<file path="src/hdl/pidsc_pkg.sv">
// pidsc_pkg: types, widths and constants shared by the steering pid controller
// no dependencies; compiled first

package pidsc_pkg;

    localparam int TGT_W      = 13;
    localparam int MEAS_W     = 16;
    localparam int ERR_W      = 18;
    localparam int GAIN_W     = 16;
    localparam int LIM_W      = 8;
    localparam int LIMH_W     = 7;
    localparam int DB_W       = 16;
    localparam int SERVO_W    = 8;
    localparam int INTEG_W    = 8;
    localparam int DMEAS_W    = 17;
    localparam int MAG_W      = 16;
    localparam int PROD_W     = GAIN_W + MAG_W;
    localparam int PRE_SHIFT  = 3;
    localparam int DIVN_W     = PROD_W - PRE_SHIFT;
    localparam int RECIP_W    = 30;
    localparam int DIV_SHIFT  = 36;
    localparam int FULL_W     = DIVN_W + RECIP_W;
    localparam int Q_W        = FULL_W - DIV_SHIFT;
    localparam int ACC_W      = 26;
    localparam int ISUM_W     = ERR_W + 1;

    localparam int CFG_IDX_W  = 3;
    localparam int CFG_DATA_W = 16;

    localparam int FIFO_DEPTH = 4;
    localparam int FIFO_AW    = $clog2(FIFO_DEPTH);
    localparam int FIFO_CW    = FIFO_AW + 1;

    // floor(n / 1000) = floor(floor(n / 8) * RECIP / 2^36) for n below 2^32
    localparam logic [RECIP_W-1:0] DIV_RECIP = 30'd549755814;
    localparam logic [SERVO_W-1:0] NEUTRAL_POS = 8'd127;

    localparam logic [GAIN_W-1:0]        RST_PROP_GAIN  = '0;
    localparam logic [GAIN_W-1:0]        RST_INTEG_GAIN = '0;
    localparam logic [GAIN_W-1:0]        RST_DERIV_GAIN = '0;
    localparam logic signed [LIM_W-1:0]  RST_LIMIT_LOW  = -8'sd127;
    localparam logic [LIMH_W-1:0]        RST_LIMIT_HIGH = 7'd127;
    localparam logic [DB_W-1:0]          RST_DEADBAND   = 16'd100;

    typedef enum logic [CFG_IDX_W-1:0] {
        CFG_PROP_GAIN  = 3'd0,
        CFG_INTEG_GAIN = 3'd1,
        CFG_DERIV_GAIN = 3'd2,
        CFG_LIMIT_LOW  = 3'd3,
        CFG_LIMIT_HIGH = 3'd4,
        CFG_DEADBAND   = 3'd5
    } t_cfg_idx;

    typedef struct packed {
        logic [GAIN_W-1:0]       prop_gain;
        logic [GAIN_W-1:0]       integ_gain;
        logic [GAIN_W-1:0]       deriv_gain;
        logic signed [LIM_W-1:0] limit_low;
        logic [LIMH_W-1:0]       limit_high;
        logic [DB_W-1:0]         deadband_sq;
    } t_cfg;

    typedef struct packed {
        logic signed [ERR_W-1:0]  err;
        logic signed [MEAS_W-1:0] meas;
        logic                     dead;
    } t_job;

    typedef enum logic [2:0] {
        ST_IDLE,
        ST_UPD,
        ST_MUL,
        ST_DIV,
        ST_ACC,
        ST_OUT
    } t_back_state;

    typedef enum logic [1:0] {
        TERM_P,
        TERM_I,
        TERM_D
    } t_term;

    typedef struct packed {
        logic idle;
        logic in_out;
    } t_back_stat;

endpackage

</file>
<file path="src/hdl/pidsc_if.sv">
// pidsc_if: valid/ready channel interfaces for samples, results and config writes
// depends on pidsc_pkg

interface pidsc_sample_if;
    import pidsc_pkg::*;
    logic                     valid;
    logic                     ready;
    logic signed [TGT_W-1:0]  target_angle;
    logic signed [MEAS_W-1:0] measured_angle;
    modport source (output valid, output target_angle, output measured_angle, input ready);
    modport sink   (input valid, input target_angle, input measured_angle, output ready);
endinterface

interface pidsc_result_if;
    import pidsc_pkg::*;
    logic               valid;
    logic               ready;
    logic [SERVO_W-1:0] servo_position;
    logic               in_deadband;
    modport source (output valid, output servo_position, output in_deadband, input ready);
    modport sink   (input valid, input servo_position, input in_deadband, output ready);
endinterface

interface pidsc_cfg_if;
    import pidsc_pkg::*;
    logic                  valid;
    logic                  ready;
    logic [CFG_IDX_W-1:0]  index;
    logic [CFG_DATA_W-1:0] data;
    modport source (output valid, output index, output data, input ready);
    modport sink   (input valid, input index, input data, output ready);
endinterface

</file>
<file path="src/hdl/pid_steering_controller_core.sv">
// pid_steering_controller_core: steering pid loop; the back's shared multiplier serves
// one sample at a time, an active one through update, multiply, divide and accumulate
// per term, a deadband one straight to output; queue of 4 between; synchronous
// active-low reset restores config defaults, zeroes integral and last measurement
// and empties the queue; a config write is taken every cycle
// depends on pidsc_pkg, pidsc_if, pidsc_front, pidsc_fifo, pidsc_back

module pid_steering_controller_core (
    input  logic           i_clk,
    input  logic           i_rst_n,
    pidsc_sample_if.sink   i_sample,
    pidsc_cfg_if.sink      i_cfg,
    pidsc_result_if.source o_result
);
    import pidsc_pkg::*;

    t_cfg       r_cfg;
    logic       w_fr_valid;
    logic       w_fr_ready;
    t_job       w_fr_job;
    logic       w_job_valid;
    logic       w_job_ready;
    t_job       w_job;
    t_back_stat w_stat;

    assign i_cfg.ready = 1'b1;

    always_ff @(posedge i_clk) begin
        if (!i_rst_n) begin
            r_cfg.prop_gain   <= RST_PROP_GAIN;
            r_cfg.integ_gain  <= RST_INTEG_GAIN;
            r_cfg.deriv_gain  <= RST_DERIV_GAIN;
            r_cfg.limit_low   <= RST_LIMIT_LOW;
            r_cfg.limit_high  <= RST_LIMIT_HIGH;
            r_cfg.deadband_sq <= RST_DEADBAND;
        end else if (i_cfg.valid) begin
            unique case (i_cfg.index)
                CFG_PROP_GAIN:  r_cfg.prop_gain   <= i_cfg.data[GAIN_W-1:0];
                CFG_INTEG_GAIN: r_cfg.integ_gain  <= i_cfg.data[GAIN_W-1:0];
                CFG_DERIV_GAIN: r_cfg.deriv_gain  <= i_cfg.data[GAIN_W-1:0];
                CFG_LIMIT_LOW:  r_cfg.limit_low   <= $signed(i_cfg.data[LIM_W-1:0]);
                CFG_LIMIT_HIGH: r_cfg.limit_high  <= i_cfg.data[LIMH_W-1:0];
                CFG_DEADBAND:   r_cfg.deadband_sq <= i_cfg.data[DB_W-1:0];
                default: begin
                    r_cfg <= r_cfg;
                end
            endcase
        end
    end

    pidsc_front u_front (
        .i_clk         (i_clk),
        .i_rst_n       (i_rst_n),
        .i_sample      (i_sample),
        .i_deadband_sq (r_cfg.deadband_sq),
        .o_job_valid   (w_fr_valid),
        .i_job_ready   (w_fr_ready),
        .o_job         (w_fr_job)
    );

    pidsc_fifo u_fifo (
        .i_clk   (i_clk),
        .i_rst_n (i_rst_n),
        .i_valid (w_fr_valid),
        .o_ready (w_fr_ready),
        .i_job   (w_fr_job),
        .o_valid (w_job_valid),
        .i_ready (w_job_ready),
        .o_job   (w_job)
    );

    pidsc_back u_back (
        .i_clk       (i_clk),
        .i_rst_n     (i_rst_n),
        .i_cfg       (r_cfg),
        .i_job_valid (w_job_valid),
        .o_job_ready (w_job_ready),
        .i_job       (w_job),
        .o_result    (o_result),
        .o_stat      (w_stat)
    );

    // deadband results always carry the neutral position
    a_dead_neutral: assert property (@(posedge i_clk) disable iff (!i_rst_n)
        o_result.valid && o_result.in_deadband |-> o_result.servo_position == NEUTRAL_POS)
        else $error("deadband result not neutral");

    // a new result beat only comes out of the output state
    a_out_from_state: assert property (@(posedge i_clk) disable iff (!i_rst_n)
        $rose(o_result.valid) |-> $past(w_stat.in_out))
        else $error("result valid without output state");

    // an idle back with a queued job always starts on it
    a_idle_takes_job: assert property (@(posedge i_clk) disable iff (!i_rst_n)
        w_job_valid && w_stat.idle |=> !w_stat.idle)
        else $error("back stayed idle with queued job");

endmodule

</file>
<file path="src/hdl/pidsc_front.sv">
// pidsc_front: takes a sample beat, forms the scaled error and flags deadband hits
// depends on pidsc_pkg and pidsc_if

module pidsc_front (
    input  logic               i_clk,
    input  logic               i_rst_n,
    pidsc_sample_if.sink       i_sample,
    input  logic [pidsc_pkg::DB_W-1:0] i_deadband_sq,
    output logic               o_job_valid,
    input  logic               i_job_ready,
    output pidsc_pkg::t_job    o_job
);
    import pidsc_pkg::*;

    logic                     r_valid;
    logic signed [ERR_W-1:0]  r_err;
    logic signed [MEAS_W-1:0] r_meas;
    logic signed [ERR_W-1:0]  w_err;
    logic [ERR_W-1:0]         w_abs;
    logic [DB_W-1:0]          w_sq;
    logic                     w_near;
    logic                     w_load;

    assign i_sample.ready = !r_valid || i_job_ready;
    assign w_load = i_sample.valid && i_sample.ready;

    // error = 8 * target - measurement
    assign w_err = $signed({{2{i_sample.target_angle[TGT_W-1]}}, i_sample.target_angle, 3'b000})
                 - $signed({{(ERR_W-MEAS_W){i_sample.measured_angle[MEAS_W-1]}},
                            i_sample.measured_angle});

    always_ff @(posedge i_clk) begin
        if (!i_rst_n) begin
            r_valid <= 1'b0;
        end else if (w_load) begin
            r_valid <= 1'b1;
        end else if (i_job_ready) begin
            r_valid <= 1'b0;
        end
    end

    always_ff @(posedge i_clk) begin
        if (w_load) begin
            r_err  <= w_err;
            r_meas <= i_sample.measured_angle;
        end
    end

    // a magnitude of 256 or more squares past any deadband value
    assign w_abs  = r_err[ERR_W-1] ? ERR_W'(-r_err) : ERR_W'(r_err);
    assign w_near = (w_abs[ERR_W-1:8] == '0);
    assign w_sq   = DB_W'(w_abs[7:0]) * DB_W'(w_abs[7:0]);

    assign o_job_valid = r_valid;
    assign o_job.err   = r_err;
    assign o_job.meas  = r_meas;
    assign o_job.dead  = w_near && (w_sq < i_deadband_sq);

endmodule

</file>
<file path="src/hdl/pidsc_fifo.sv">
// pidsc_fifo: short job queue between the front and the back
// depends on pidsc_pkg

module pidsc_fifo (
    input  logic            i_clk,
    input  logic            i_rst_n,
    input  logic            i_valid,
    output logic            o_ready,
    input  pidsc_pkg::t_job i_job,
    output logic            o_valid,
    input  logic            i_ready,
    output pidsc_pkg::t_job o_job
);
    import pidsc_pkg::*;

    t_job               r_mem [FIFO_DEPTH];
    logic [FIFO_AW-1:0] r_wr;
    logic [FIFO_AW-1:0] r_rd;
    logic [FIFO_CW-1:0] r_cnt;
    logic               w_push;
    logic               w_pop;

    assign o_ready = (r_cnt != FIFO_CW'(FIFO_DEPTH));
    assign o_valid = (r_cnt != '0);
    assign w_push  = i_valid && o_ready;
    assign w_pop   = o_valid && i_ready;
    assign o_job   = r_mem[r_rd];

    always_ff @(posedge i_clk) begin
        if (!i_rst_n) begin
            r_wr  <= '0;
            r_rd  <= '0;
            r_cnt <= '0;
        end else begin
            if (w_push) begin
                r_wr <= r_wr + 1'b1;
            end
            if (w_pop) begin
                r_rd <= r_rd + 1'b1;
            end
            if (w_push && !w_pop) begin
                r_cnt <= r_cnt + 1'b1;
            end else if (w_pop && !w_push) begin
                r_cnt <= r_cnt - 1'b1;
            end
        end
    end

    always_ff @(posedge i_clk) begin
        if (w_push) begin
            r_mem[r_wr] <= i_job;
        end
    end

endmodule

</file>
<file path="src/hdl/pidsc_back.sv">
// pidsc_back: sequencer that updates the loop state and forms p, i and d terms
// on one shared multiplier, then clamps the drive; depends on pidsc_pkg and pidsc_if

module pidsc_back (
    input  logic                i_clk,
    input  logic                i_rst_n,
    input  pidsc_pkg::t_cfg     i_cfg,
    input  logic                i_job_valid,
    output logic                o_job_ready,
    input  pidsc_pkg::t_job     i_job,
    pidsc_result_if.source      o_result,
    output pidsc_pkg::t_back_stat o_stat
);
    import pidsc_pkg::*;

    t_back_state r_state;
    t_back_state n_state;
    t_term       r_term;

    logic signed [ERR_W-1:0]   r_err;
    logic signed [MEAS_W-1:0]  r_meas;
    logic                      r_dead;
    logic signed [INTEG_W-1:0] r_integ;
    logic signed [MEAS_W-1:0]  r_last;
    logic signed [DMEAS_W-1:0] r_dmeas;
    logic [PROD_W-1:0]         r_prod;
    logic                      r_neg;
    logic [Q_W-1:0]            r_q;
    logic signed [ACC_W-1:0]   r_acc;

    logic                      r_out_valid;
    logic [SERVO_W-1:0]        r_servo;
    logic                      r_out_dead;

    logic                      w_pop;
    logic                      w_out_free;
    logic                      w_out_load;
    logic signed [ISUM_W-1:0]  w_isum;
    logic signed [ISUM_W-1:0]  w_iclamp;
    logic [GAIN_W-1:0]         w_gain;
    logic signed [ERR_W-1:0]   w_val;
    logic                      w_flip;
    logic [ERR_W-1:0]          w_abs;
    logic [FULL_W-1:0]         w_full;
    logic signed [ACC_W-1:0]   w_term;
    logic signed [ACC_W-1:0]   w_drive;

    assign w_out_free = !r_out_valid || o_result.ready;

    // next state
    always_comb begin
        n_state = r_state;
        unique case (r_state)
            ST_IDLE: begin
                if (i_job_valid) begin
                    n_state = i_job.dead ? ST_OUT : ST_UPD;
                end
            end
            ST_UPD: n_state = ST_MUL;
            ST_MUL: n_state = ST_DIV;
            ST_DIV: n_state = ST_ACC;
            ST_ACC: n_state = (r_term == TERM_D) ? ST_OUT : ST_MUL;
            ST_OUT: begin
                if (w_out_free) begin
                    n_state = ST_IDLE;
                end
            end
            default: n_state = ST_IDLE;
        endcase
    end

    // state outputs
    always_comb begin
        w_pop         = 1'b0;
        w_out_load    = 1'b0;
        o_stat.idle   = 1'b0;
        o_stat.in_out = 1'b0;
        unique case (r_state)
            ST_IDLE: begin
                w_pop       = i_job_valid;
                o_stat.idle = 1'b1;
            end
            ST_OUT: begin
                w_out_load    = w_out_free;
                o_stat.in_out = 1'b1;
            end
            default: begin
                w_pop = 1'b0;
            end
        endcase
    end

    assign o_job_ready = w_pop;

    always_ff @(posedge i_clk) begin
        if (!i_rst_n) begin
            r_state <= ST_IDLE;
        end else begin
            r_state <= n_state;
        end
    end

    // integral update with clamp, high limit wins when crossed
    assign w_isum = $signed({{(ISUM_W-INTEG_W){r_integ[INTEG_W-1]}}, r_integ})
                  + $signed({r_err[ERR_W-1], r_err});
    always_comb begin
        w_iclamp = w_isum;
        if (w_iclamp < $signed({{(ISUM_W-LIM_W){i_cfg.limit_low[LIM_W-1]}}, i_cfg.limit_low})) begin
            w_iclamp = $signed({{(ISUM_W-LIM_W){i_cfg.limit_low[LIM_W-1]}}, i_cfg.limit_low});
        end
        if (w_iclamp > $signed({{(ISUM_W-LIMH_W){1'b0}}, i_cfg.limit_high})) begin
            w_iclamp = $signed({{(ISUM_W-LIMH_W){1'b0}}, i_cfg.limit_high});
        end
    end

    // operand select for the current term
    always_comb begin
        w_gain = i_cfg.prop_gain;
        w_val  = r_err;
        w_flip = 1'b0;
        case (r_term)
            TERM_P: begin
                w_gain = i_cfg.prop_gain;
                w_val  = r_err;
            end
            TERM_I: begin
                w_gain = i_cfg.integ_gain;
                w_val  = $signed({{(ERR_W-INTEG_W){r_integ[INTEG_W-1]}}, r_integ});
            end
            TERM_D: begin
                w_gain = i_cfg.deriv_gain;
                w_val  = $signed({{(ERR_W-DMEAS_W){r_dmeas[DMEAS_W-1]}}, r_dmeas});
                w_flip = 1'b1;
            end
            default: begin
                w_flip = 1'b0;
            end
        endcase
    end

    assign w_abs  = w_val[ERR_W-1] ? ERR_W'(-w_val) : ERR_W'(w_val);
    assign w_full = FULL_W'(r_prod[PROD_W-1:PRE_SHIFT]) * FULL_W'(DIV_RECIP);
    assign w_term = r_neg ? -$signed({{(ACC_W-Q_W){1'b0}}, r_q})
                          :  $signed({{(ACC_W-Q_W){1'b0}}, r_q});

    // drive clamp
    always_comb begin
        w_drive = r_acc;
        if (w_drive < $signed({{(ACC_W-LIM_W){i_cfg.limit_low[LIM_W-1]}}, i_cfg.limit_low})) begin
            w_drive = $signed({{(ACC_W-LIM_W){i_cfg.limit_low[LIM_W-1]}}, i_cfg.limit_low});
        end
        if (w_drive > $signed({{(ACC_W-LIMH_W){1'b0}}, i_cfg.limit_high})) begin
            w_drive = $signed({{(ACC_W-LIMH_W){1'b0}}, i_cfg.limit_high});
        end
    end

    always_ff @(posedge i_clk) begin
        if (!i_rst_n) begin
            r_integ <= '0;
            r_last  <= '0;
            r_term  <= TERM_P;
        end else begin
            if (r_state == ST_UPD) begin
                r_integ <= w_iclamp[INTEG_W-1:0];
                r_last  <= r_meas;
                r_term  <= TERM_P;
            end else if (r_state == ST_ACC) begin
                case (r_term)
                    TERM_P:  r_term <= TERM_I;
                    TERM_I:  r_term <= TERM_D;
                    default: r_term <= TERM_P;
                endcase
            end
        end
    end

    always_ff @(posedge i_clk) begin
        if (w_pop) begin
            r_err  <= i_job.err;
            r_meas <= i_job.meas;
            r_dead <= i_job.dead;
        end
        case (r_state)
            ST_UPD: begin
                r_dmeas <= $signed({r_meas[MEAS_W-1], r_meas}) - $signed({r_last[MEAS_W-1], r_last});
                r_acc   <= '0;
            end
            ST_MUL: begin
                r_prod <= PROD_W'(w_gain) * PROD_W'(w_abs[MAG_W-1:0]);
                r_neg  <= w_val[ERR_W-1] ^ w_flip;
            end
            ST_DIV: begin
                r_q <= w_full[FULL_W-1:DIV_SHIFT];
            end
            ST_ACC: begin
                r_acc <= r_acc + w_term;
            end
            default: begin
                r_q <= r_q;
            end
        endcase
    end

    always_ff @(posedge i_clk) begin
        if (!i_rst_n) begin
            r_out_valid <= 1'b0;
        end else if (w_out_load) begin
            r_out_valid <= 1'b1;
        end else if (o_result.ready) begin
            r_out_valid <= 1'b0;
        end
    end

    always_ff @(posedge i_clk) begin
        if (w_out_load) begin
            r_servo    <= r_dead ? NEUTRAL_POS : NEUTRAL_POS - w_drive[SERVO_W-1:0];
            r_out_dead <= r_dead;
        end
    end

    assign o_result.valid          = r_out_valid;
    assign o_result.servo_position = r_servo;
    assign o_result.in_deadband    = r_out_dead;

endmodule
</file>
<file path="src/flat_wrapper.sv">
// flat-port wrapper written by rule: the top's interface ports become plain ports
module pid_steering_controller_core_flat import pidsc_pkg::*;
  (i_clk, i_rst_n, i_sample_valid, i_sample_target_angle, i_sample_measured_angle, i_sample_ready, i_cfg_valid, i_cfg_index, i_cfg_data, i_cfg_ready, o_result_valid, o_result_servo_position, o_result_in_deadband, o_result_ready);
  pidsc_sample_if i_sample_i ();
  pidsc_cfg_if i_cfg_i ();
  pidsc_result_if o_result_i ();
  input  logic i_clk;
  input  logic i_rst_n;
  input wire logic [$bits(i_sample_i.valid)-1:0] i_sample_valid;
  input wire logic [$bits(i_sample_i.target_angle)-1:0] i_sample_target_angle;
  input wire logic [$bits(i_sample_i.measured_angle)-1:0] i_sample_measured_angle;
  output wire logic [$bits(i_sample_i.ready)-1:0] i_sample_ready;
  input wire logic [$bits(i_cfg_i.valid)-1:0] i_cfg_valid;
  input wire logic [$bits(i_cfg_i.index)-1:0] i_cfg_index;
  input wire logic [$bits(i_cfg_i.data)-1:0] i_cfg_data;
  output wire logic [$bits(i_cfg_i.ready)-1:0] i_cfg_ready;
  output wire logic [$bits(o_result_i.valid)-1:0] o_result_valid;
  output wire logic [$bits(o_result_i.servo_position)-1:0] o_result_servo_position;
  output wire logic [$bits(o_result_i.in_deadband)-1:0] o_result_in_deadband;
  input wire logic [$bits(o_result_i.ready)-1:0] o_result_ready;
  assign i_sample_i.valid = i_sample_valid;
  assign i_sample_i.target_angle = i_sample_target_angle;
  assign i_sample_i.measured_angle = i_sample_measured_angle;
  assign i_sample_ready = i_sample_i.ready;
  assign i_cfg_i.valid = i_cfg_valid;
  assign i_cfg_i.index = i_cfg_index;
  assign i_cfg_i.data = i_cfg_data;
  assign i_cfg_ready = i_cfg_i.ready;
  assign o_result_valid = o_result_i.valid;
  assign o_result_servo_position = o_result_i.servo_position;
  assign o_result_in_deadband = o_result_i.in_deadband;
  assign o_result_i.ready = o_result_ready;
  pid_steering_controller_core u_core (.i_clk(i_clk), .i_rst_n(i_rst_n), .i_sample(i_sample_i), .i_cfg(i_cfg_i), .o_result(o_result_i));
endmodule
</file>
<file path="config.mk">
export PLATFORM = sky130hd
export DESIGN_NAME = pid_steering_controller_core_flat
export DESIGN_NICKNAME = d
export VERILOG_FILES = /design/src/hdl/pidsc_pkg.sv /design/src/hdl/pidsc_if.sv /design/src/hdl/pid_steering_controller_core.sv /design/src/hdl/pidsc_front.sv /design/src/hdl/pidsc_fifo.sv /design/src/hdl/pidsc_back.sv /design/src/flat_wrapper.sv
export SDC_FILE = /design/constraint.sdc
export NUM_CORES = 2
export LEC_CHECK = 0
export BUFFER_PORTS_ARGS = -buffer_cell sky130_fd_sc_hd__buf_2
export CAP_MARGIN = 20
export CELL_PAD_IN_SITES_DETAIL_PLACEMENT = 1
export CELL_PAD_IN_SITES_GLOBAL_PLACEMENT = 1
export CORE_MARGIN = 2
export CORE_UTILIZATION = 33
export DETAILED_ROUTE_END_ITERATION = 10
export PLACE_DENSITY = 0.54
export SLEW_MARGIN = 5
export SYNTH_ARGS = -nofsm -noshare
export SYNTH_HDL_FRONTEND = slang
export SYNTH_SLANG_ARGS = --single-unit
</file>
<file path="constraint.sdc">
create_clock -name i_clk -period 18.3 [get_ports i_clk]
set_clock_uncertainty 0.15 [all_clocks]
set_input_delay 2.745 -clock i_clk [delete_from_list [all_inputs] [get_ports i_clk]]
set_output_delay 2.745 -clock i_clk [all_outputs]
set_load 0.005 [all_outputs]
</file>
Yosys cells after proc, flatten, opt, wreduce, memory -nomap -nowiden. Memories as Yosys holds them, arrays and structs flattened. A register that Yosys moved wholly into a read port is not among the register bits. Cells that the tools add are included.

Output and inout bits: 12. Register bits: 294. Memories: 1. Bits in writable memories: 140. Input bits: 53. Logic and storage cells: 123.

Memory list: u_core.u_fifo.r_mem (words 4, width 35, rd ports 1, clocked after memory_dff 1, write ports 1, RTL line pidsc_fifo.sv:16) `t_job r_mem [FIFO_DEPTH];`.

$lt $le $gt $ge: 5. Bitwise logic cells: 2. Equal/unequal tests: 15. Multipliers: 3. Add/subtract/negate cells: 12. Reductions and logical operators: 29. Mux-type cells: 29.

Operator list (number): $mul 29x29->58 const B (1); $mux 26 (2); $pmux 26 s2 (1); $pmux 18 s2 (1); $sub 16x16->17 (2); $mul 16x16->32 (1); $pmux 16 s2 (1); $add 26x26->26 (1); $gt 26x8->1 (1); $lt 26x8->1 (1); $neg 23->26 (1); $add 8x18->19 (1); $gt 19x8->1 (1); $lt 19x8->1 (1); $mux 19 (1); $mux 18 (1); $mux 3 (6); $neg 18->18 (1); $pmux 3 s6 (1); $lt 16x16->1 (1); $mul 8x8->16 (1); $mux 16 (1); $mux 8 (2); $neg 16->16 (1); 26 further kinds (63).

Depth between registers and ports, before layout.
Depth after elaboration: 6. Gate-level depth with buffers: 37. Gate-level depth less buffers: 35.

Cells and area by module. Synthesis repeated with hierarchy kept, for this count alone.

Cells, all modules: 4386. Area total of the unflattened synthesis: 45318.5 um^2.

Modules (own cells, without submodules): pidsc_back (area each 32648.8 um^2, cells each 3427, seq. area each 4804.6 um^2, times used 1); pidsc_fifo (area each 5597.9 um^2, cells each 231, seq. area each 4384.2 um^2, times used 1); pidsc_front (area each 4062.6 um^2, cells each 437, seq. area each 980.9 um^2, times used 1); pid_steering_controller_core (area each 3009.1 um^2, cells each 291, seq. area each 1581.5 um^2, times used 1).

Worst setup path before layout. OpenSTA, ideal clock, no wires.

Kind: register to register. From: register u_core.u_back.r_term[0]. To: register u_core.u_back.r_prod[30] (data pin). Setup time: 0.258 ns. Buffers on the path: 1. Required time: 17.892 ns. Arrival time: 7.806 ns. Period minus slack after synthesis: 8.213 ns. Slack: 10.087 ns. Stages on the path, launching flop included: 31. Cell sequence: dfxtp_1 inv_1 ha_1 buf_2 a21boi_1 a21oi_1 or2_2 o41ai_2 o21ai_0 xnor2_1 or2_2 fa_1 fa_1 inv_1 fa_1 fa_1 fa_1 inv_1 fa_1 inv_1 ha_1 or2_2 o22ai_1 nor2_1 a221oi_1 nor2_1 o311ai_1 a21oi_1 o21a_1 nor2_1 xnor2_1.

Word-level cells in the longest chain between the ends: 5. Elaborated cells on any way between the ends: 7. Classes of those cells: add/sub (1); mul (1); eq/ne (2); mux (3).

Ends and longest elaborated chain: start, declared (RTL line pidsc_back.sv:18) `t_term r_term;`; start signal, assigned (RTL line pidsc_back.sv:161) `r_term <= TERM_P;`; start signal, assigned (RTL line pidsc_back.sv:166) `r_term <= TERM_P;`; start signal, assigned (RTL line pidsc_back.sv:169) `TERM_P: r_term <= TERM_I;`; $eq 2x2->1 or $eq 2x1->1 (tied branches) (RTL line pidsc_back.sv:121) `case (r_term)`; $pmux 18 s2 (RTL line pidsc_back.sv:121); $neg 16->16 (RTL line pidsc_back.sv:141) `assign w_abs = w_val[ERR_W-1] ? ERR_W'(-w_val) : ERR_W'(w_val);`; $mux 16 (RTL line pidsc_back.sv:141); $mul 16x16->32 (*) (RTL line pidsc_back.sv:189) `r_prod <= PROD_W'(w_gain) * PROD_W'(w_abs[MAG_W-1:0]);`; end signal, assigned (RTL line pidsc_back.sv:189); end, declared (RTL line pidsc_back.sv:26) `logic [PROD_W-1:0] r_prod;`.

Every way passes the cells marked *; elsewhere a longest branch is shown, timed or not. A chain may end at the register's enable or synchronous reset.

Worst setup path in the final report. Ends and elaborated chain as after synthesis.

==> impl_metrics.ini <==
[run_status]
status = finished clean

[global_route]
grt_start_max_net_pins = 93
antenna_found_initial = 8
overflow = 0
grt_pass1_wl_um = 190000
grt_use_total_pct = 18.0
grt_pass1_vias = 32642

[routing]
wirelength_um = 120000
viasPerCell = 4.82
drt_iter0_markers = 1249
vias = 29882
wire_per_inst_um = 19.4
drc = 0
first_pass_iters = 5
postRouteAntennaNets = 0

[logic_synthesis]
synth_area_leader_cell = fa_1
async_reset_ff_share_pct = 0
yosysWarningCount = 0
synth_ff_type = edfxtp_1
synth-edff-count = 302
avgSynthCellArea_um2 = 10.1
yosys.area.top_type_share_pct = 22.3
yosysMostFrequentCell = inv_1
syn_inst = 4317
syn-cell-area_mm2 = 0.0438
netlist-cell-type-count = 82
synth_top_cells_by_area = fa_1 (22%), edfxtp_1 (21%), ha_1 (19%), inv_1 (6.8%), dfxtp_1 (5.4%)
seq_area_frac_synth_pct = 26.1
ys_ff_latch = 421
yosys-top-cells-count = inv_1 (796), ha_1 (648), fa_1 (488)

[setup_path]
worst-setup-path-type = reg -> reg
arrival_ns = 10.43
endpoint_kind = register
crit_fanout = 47
startpoint_type = register
reg2reg_slack_ns = 8.08
path_buf_inv = 7
crit_path_top_delay_cell = a21oi_1
max_stage_delay_ns = 0.73
cp_top_family = adder cells
worstPathRequired_ns = 18.51

[placement]
place_area_mm2 = 0.0464
hpwlAfterDp_um = 97300
port_buffers = 63
dp.cells = 6102
place.gp.congestion = 0.855
dp_slack_ns = 7.86

[timing]
final_hold_viol_count = 0
maxSlewViolCount = 0
min_period_ns = 10.22
relSlewSlack_pct = 24.8
tightest_slew_ns = 1.12
fin_ws_ns = 8.08
timing.final.crit_share_pct = 55.9
setup_viol = 0
finalSetupTns_ns = 0
clock.fmax_mhz = 97.8
rsz0062_at_grt = no

[clock_tree]
cts.htree.levels = 2
cts_setup_buffers = 0
ctsHoldBuffers = 0
cts_resized = 0
numCtsBuffers = 52
clockBufferDepth = 3
path_clk_slew_ns = 0.06
cts_tree = built
clockRootBuffer = clkbuf_16
clk_latency_ns = 0.66
cts_sinks = 421

[die]
die_h_um = 368
dieArea_mm2 = 0.136
ioPinCount = 65
coreArea_mm2 = 0.132
die_w_um = 368
start_util_pct = 33.3
num_rows = 133

[layout]
final_cell_area_mm2 = 0.0481
drive_gt1_share_pct = 6.39
area_delta_synth_final_pct = 9.94
fin_nets = 5591
stdcell_count = 6198
n_fill_cell = 14797

[run]
maxCapViolCount = 0

[hold_path]
hold_path_class = reg -> reg
-- worst paths after layout --
path	start	end	cells past startpoint
max reg2reg	u_core.u_back.r_term[0]	u_core.u_back.r_prod[30]	32
min	u_core.u_back.r_last[14]	u_core.u_back.r_last[14]	2
min reg2reg	u_core.u_back.r_last[14]	u_core.u_back.r_last[14]	2
max	u_core.u_back.r_term[0]	u_core.u_back.r_prod[30]	32
-- worst reg2reg max path: cells and delay by family (launching register included) --
kind | cells | cell delay [ns]
xor gates and xnor gates | 2 | 0.76
and+or+nand+nor | 8 | 1.18
buffers and inverters | 7 | 1.10
DFF | 1 | 0.38
AOI/OAI and AO/OA | 6 | 2.13
adders and majority gates | 9 | 4.28
-- logic make-up after synthesis --
group	after synthesis	synth area share, %
compound gates	643	9.61
mux	48	2.06
flops	421	26.1
xor+xnor	168	3.36
simple gates	1013	10.3
other cells	2	0.0171
buf+inv	886	7.68
fa+ha+maj	1136	40.8
-- layout by cell type, fill, tap and decap left out, drive strengths merged, types with 119 or more instances in the layout --
cell and instances:
a21oi 159, buf 120, dfxtp 119, edfxtp 302, fa 488, ha 648
inv 796, nand2 411, nor2 302, o21ai 128
-- routing by layer --
metal,global-route usage (%),share of wire (%),vias to the layer above
met1,24.9,48,15003
met3,1.48,2.4,118
met4,3.38,1.8,4
li1,-,-,14438
met2,30.8,48,319
met5,0,0.018,-
-- area by class of cell --
class	instances	area, µm²	share of cell area [%]
clock buffer	61	1340	2.77
sequential	421	11500	23.8
multi-input combinational	3011	29000	60.3
clock inverter	33	400	0.832
tap	1755	2200	4.56
timing repair buffer	120	746	1.55
inverter	796	2990	6.21
antenna	1	2.50	0.00520
-- registers in the layout, summed over array words and instances, names as in the netlist, 2 cells and up, named ones only --
name	cells
u_core.u_back.r_state	3
u_core.u_back.r_term	2
u_core.u_fifo.r_wr	2
u_core.u_back.r_last	16
u_core.u_back.r_q	23
u_core.u_fifo.r_mem	132
u_core.u_back.r_integ	8
u_core.u_back.r_meas	15
u_core.u_fifo.r_cnt	3
u_core.r_cfg	79
u_core.u_back.o_result.servo_position	8
u_core.u_back.r_prod	29
u_core.u_back.r_err	17
u_core.u_back.r_acc	26
u_core.u_back.r_dmeas	17
u_core.u_fifo.r_rd	2
u_core.u_front.r_meas	15
u_core.u_front.r_err	17
-- per-stage QoR --
step | hold WS, ns | utilization, %
2_1_floorplan | 0.274 | -
3_3_place_gp | 0.302 | 35.3
3_5_place_dp | 0.308 | 35.3
4_1_cts | 0.317 | 36.6
5_1_grt | 0.327 | 36.6
6_report | 0.311 | 36.6
Power is not shown: default switching activity piles up to over one toggle a cycle in this logic, so the estimate is an artifact.
